===== config.mk =====
export PLATFORM = sky130hd
export DESIGN_NAME = ffad_ram
export DESIGN_NICKNAME = d
export VERILOG_FILES = /design/src/sv/ffad_ram.sv
export SDC_FILE = /design/constraint.sdc
export NUM_CORES = 2
export LEC_CHECK = 0
export ABC_AREA = 0
export ABC_CLOCK_PERIOD_IN_PS = 2300
export BUFFER_PORTS_ARGS = -buffer_cell sky130_fd_sc_hd__buf_2
export CAP_MARGIN = 20
export CORE_MARGIN = 2
export CORE_UTILIZATION = 50
export CTS_BUF_LIST = sky130_fd_sc_hd__clkbuf_16
export CTS_CLUSTER_SIZE = 8
export DETAILED_ROUTE_END_ITERATION = 16
export GPL_TIMING_DRIVEN = 0
export PLACE_DENSITY_LB_ADDON = 0.12
export SLEW_MARGIN = 20
export SYNTH_ARGS = -nofsm -noshare
export SYNTH_HDL_FRONTEND = slang
export SYNTH_SLANG_ARGS = --single-unit

===== constraint.sdc =====
create_clock -name clk -period 2.3 [get_ports clk]
set_input_delay 0.46 -clock clk [delete_from_list [all_inputs] [get_ports clk]]
set_output_delay 0.46 -clock clk [all_outputs]
set_load 0.01 [all_outputs]

===== src/sv/ffad_ram.sv =====
// Generic single-port-write, single-port-read RAM with registered read.
`timescale 1ns / 1ps
module ffad_ram #(
    parameter int WIDTH = 8,
    parameter int DEPTH = 256
) (
    input  logic                     clk,
    input  logic                     we,
    input  logic [$clog2(DEPTH)-1:0] waddr,
    input  logic [WIDTH-1:0]         wdata,
    input  logic [$clog2(DEPTH)-1:0] raddr,
    output logic [WIDTH-1:0]         rdata
);
    logic [WIDTH-1:0] mem [DEPTH];

    always_ff @(posedge clk)
    begin
        if (we)
        begin
            mem[waddr] <= wdata;
        end
        rdata <= mem[raddr];
    end
endmodule


* After elaboration in Yosys (flattened, before gate mapping) *
Memories as Yosys holds them, arrays and structs flattened. A register that Yosys moved wholly into a read port is not among the register bits.
Index checks and enable logic that the tools add are counted.

cells by class
  mux-type cells = 2

operators with widths
  kind              number
  2-to-1 mux 1 bit  2

storage, ports and cells
  register bits after elaboration = 0
  RAM bits = 2,048
  input port bits = 26
  word-level logic and storage cells = 3
  memories kept = 1

memories
  memory  depth  width  rd ports  clocked after memory_dff  wr ports  line  text
  mem     256    8      1         1                         1         14    logic [WIDTH-1:0] mem [DEPTH];

* Depth between registers and ports, before layout *
  depth after elaboration = 2
  mapped depth = 11
  depth with buffers taken out = 6

* Least setup slack after synthesis *
Ideal clock, no wire load.

  path type = input-to-reg
  start = input raddr[0]
  end = register rdata[2], read port of mem
  library setup time = 0.131 ns
  data arrival time = 2.267 ns
  required time = 2.169 ns
  slack = -0.098 ns
  stages on the path = 9
  buffers on the path = 4
  cell sequence = buf_6 > buf_12 > buf_8 > buf_2 > mux4_2 > a22oi_1 > a21oi_1 > nor4_1 > nor4_2

RTL lines
  item                line  text
  start: declaration  11    input logic [$clog2(DEPTH)-1:0] raddr,
  end: declaration    12    output logic [WIDTH-1:0] rdata

==> flow_summary.json <==
{
  "hold_class": "in -> reg",
  "power.leakage_nw": 29.4,
  "synth.avg_cell_area_um2": 21.3,
  "hpwl_um": 164000,
  "grt_pass1_wl_um": 338000,
  "drv_slew": 0,
  "reg2reg_slack_ns": -0.23,
  "min_to": "mem[214][2]",
  "synth_edf_count": 2048,
  "grt_use_total": 0.307,
  "min_period_ns": 2.56,
  "synthCells": 3733,
  "worst_pin_slew_ns": 1.30,
  "coreArea_mm2": 0.158,
  "status": "complete, but fails checks",
  "numCtsBuffers": 307,
  "rsz0062_at_grt": "yes",
  "worst_clock_skew_ns": 0.0663,
  "yosysWarnings": 0,
  "port_buffers": 26,
  "vias_per_cell": 6.73,
  "synth_top_area_frac": 0.773,
  "grt_max_degree": 129,
  "syn_to_final_growth_pct": 18.5,
  "synth_seq_cells": 2056,
  "syn-num-nets": 3759,
  "seq_area_frac_synth": 0.775,
  "synthArstFlopShare": 0,
  "hold_viol_final": 0,
  "syn_area_mm2": 0.0796,
  "whs_path_depth": 3,
  "setup_tns_ns": -35.50,
  "grt_overflow": 0,
  "path_cells": "buf_2 -> buf_4 -> or2b_4 -> clkbuf_4 -> o221ai_2 -> o22ai_1 -> nor3_4 -> nor4_1 -> nor4_4",
  "critical_path_arrival_ns": 3.29,
  "final.fill_count": 11270,
  "layout-drive-gt1-share": 0.331,
  "final-setup-viol-count": 588,
  "worstPathRequired_ns": 3.03,
  "endpoint_kind": "flip-flop",
  "yosysTopAreaCell": "edfxtp_1",
  "finalCritPeriodShare": 1.11,
  "crit_type": "in -> reg",
  "power-per-cell-area_mw_per_mm2": 905,
  "yosysMostFrequentCell": "edfxtp_1",
  "clk_path_buf_depth": 4,
  "antenna_found_initial": 13,
  "wl_um": 248000,
  "gp_congestion": 0.968,
  "critical-path-max-stage-delay_ns": 0.60,
  "nNetsFinal": 4149,
  "slew_headroom": 0.131,
  "grt_pass1_vias": 41651,
  "synth_common_cells": "edfxtp_1, mux4_2, nor2_1",
  "drv_cap": 0,
  "initial_core_util": 0.503,
  "met3_length_um": 30000,
  "worst_r2r_path_depth": 6,
  "wl_met1_um": 93600,
  "r2r-end": "rdata[6]",
  "pin_count": 34,
  "synthFlopType": "edfxtp_1",
  "worstSkewPairLatency_ns": 0.92,
  "r2r-start": "mem[82][6]",
  "drc": 0,
  "cpMaxStageDelayCell": "nor4_4",
  "synthTopCellsByArea": "edfxtp_1, mux4_2, mux2i_1",
  "path_clk_slew_ns": 0.05,
  "startpoint_type": "input port",
  "worst_slack_ns": -0.259,
  "avgRoutedWirePerCell_um": 39.7,
  "multi_input_comb_area_mm2": 0.0185,
  "clock_sinks": 2056,
  "peakVddDrop_mv": 0.818,
  "cts_max_level": 5,
  "drtAntennaViolNets": 0,
  "crit_fanout": 10,
  "synth_cell_type_count": 55,
  "drt_pre_antenna_iters": 6,
  "die_area_mm2": 0.162,
  "fp.dieW_um": 403,
  "tritoncts": "done",
  "highest_layer": "met5",
  "hold_start": "waddr[6]",
  "die_h_um": 403,
  "final_core_util": 0.596,
  "vias": 41957,
  "fmax_mhz": 391,
  "root_buffer": "clkbuf_16",
  "wl_met2_um": 112000,
  "violations": "negative setup slack",
  "drtIter0Drc": 6323,
  "rows": 146,
  "ff_latch_area_mm2": 0.0617
}
## metal layers
layer	vias up	GRT usage
li1	16417	-
met1	22197	0.423
met2	2774	0.454
met3	565	0.0927
met4	4	0.143
met5	-	0.0101
## placed cells by master (no fill, tap or decap), types with 9 or more instances in the layout
cell	n
clkbuf_16	315
o211ai_1	10
buf_2	36
edfxtp_1	2048
buf_12	25
nor2b_1	24
clkbuf_4	39
nor2_1	107
buf_6	26
a22oi_1	121
nor2_2	87
nor2_4	88
clkbuf_8	9
nand2_1	31
o221ai_1	29
o221ai_2	15
a21oi_2	13
nand4_1	10
inv_1	28
mux2i_1	134
buf_16	35
clkbuf_1	21
a21oi_1	79
buf_8	27
nor4_4	16
nor4_2	9
a211oi_1	10
a22oi_2	12
mux4_2	455
o22ai_1	27
buf_4	51
nand3_1	26
clkbuf_2	31
## critical path, delay by kind of cell
kind / cells / cell delay (ns)
AOI/OAI and AO/OA: 2 / 0.55
buffers and inverters: 3 / 0.62
and+or+nand+nor: 4 / 1.62
## per-stage QoR
stage / power (mW) / worst slack (ns) / instance area, um^2 / cells / hold WS, ns
2_1_floorplan: 44.2 / -0.0121 / 79700 / 3733 / 0.559
3_3_place_gp: 46.6 / -3.68 / 82400 / 5831 / 0.861
3_5_place_dp: 46.6 / -2.60 / 83300 / 5860 / 0.857
4_1_cts: 85.3 / -0.165 / 93700 / 6227 / 0.344
5_1_grt: 87.1 / -0.249 / 94300 / 6233 / 0.368
6_report: 85.3 / -0.259 / 94300 / 6238 / 0.396
## report_power, final
group | leakage (nW) | switching (mW) | internal [mW]
combinational | 6.89 | 3.45 | 1.69
sequential | 18.5 | 0.0249 | 41.4
clock | 4.03 | 15.0 | 23.8
total | 29.4 | 18.5 | 66.9
## cell families (layout without fill, tap and decap cells)
family / after synthesis / after routing / share of synthesized area
other: 0 / 5 / 0
AOI/OAI and AO/OA: 385 / 385 / 0.0342
and+or+nand+nor: 466 / 466 / 0.0263
muxes: 591 / 591 / 0.146
buffers and inverters: 235 / 663 / 0.0183
DFF: 2056 / 2056 / 0.775
## timing repair
action                                  in CTS  in global routing
buffers inserted                            15                  8
endpoints found under the hold margin      249                  0
endpoints found under the setup margin    1649                406
hold buffers                                 8                  0
cloned                                       0                  0
pin swaps                                   29                 19
resized for setup                          571                144
## state kept, by name (all words and copies together), names as in the netlist
| signal | count |
|---|---|
| mem | 2048 |
| rdata | 8 |
## worst max path at each step
stage               cells past startpoint  startpoint        to  slack, ns
floorplan                               9    raddr[0]  rdata[2]      -0.01
global placement                        9    raddr[4]  rdata[4]      -3.68
detailed placement                      9    raddr[2]  rdata[2]      -2.60
CTS                                     5  mem[83][4]  rdata[4]      -0.16
global route                            9    raddr[3]  rdata[5]      -0.25
finish                                  9    raddr[1]  rdata[4]      -0.26
## cell type report
type	count	area share
repair buffers	85	0.0126
diodes	5	0.000133
multi-input cells	1442	0.196
clock inverters	34	0.00173
well taps	2072	0.0275
flip-flops and latches	2056	0.654
plain buffers	229	0.0248
clock buffers	313	0.0831
inverters	2	0.0000929
Power figures use the tool's default switching activity.
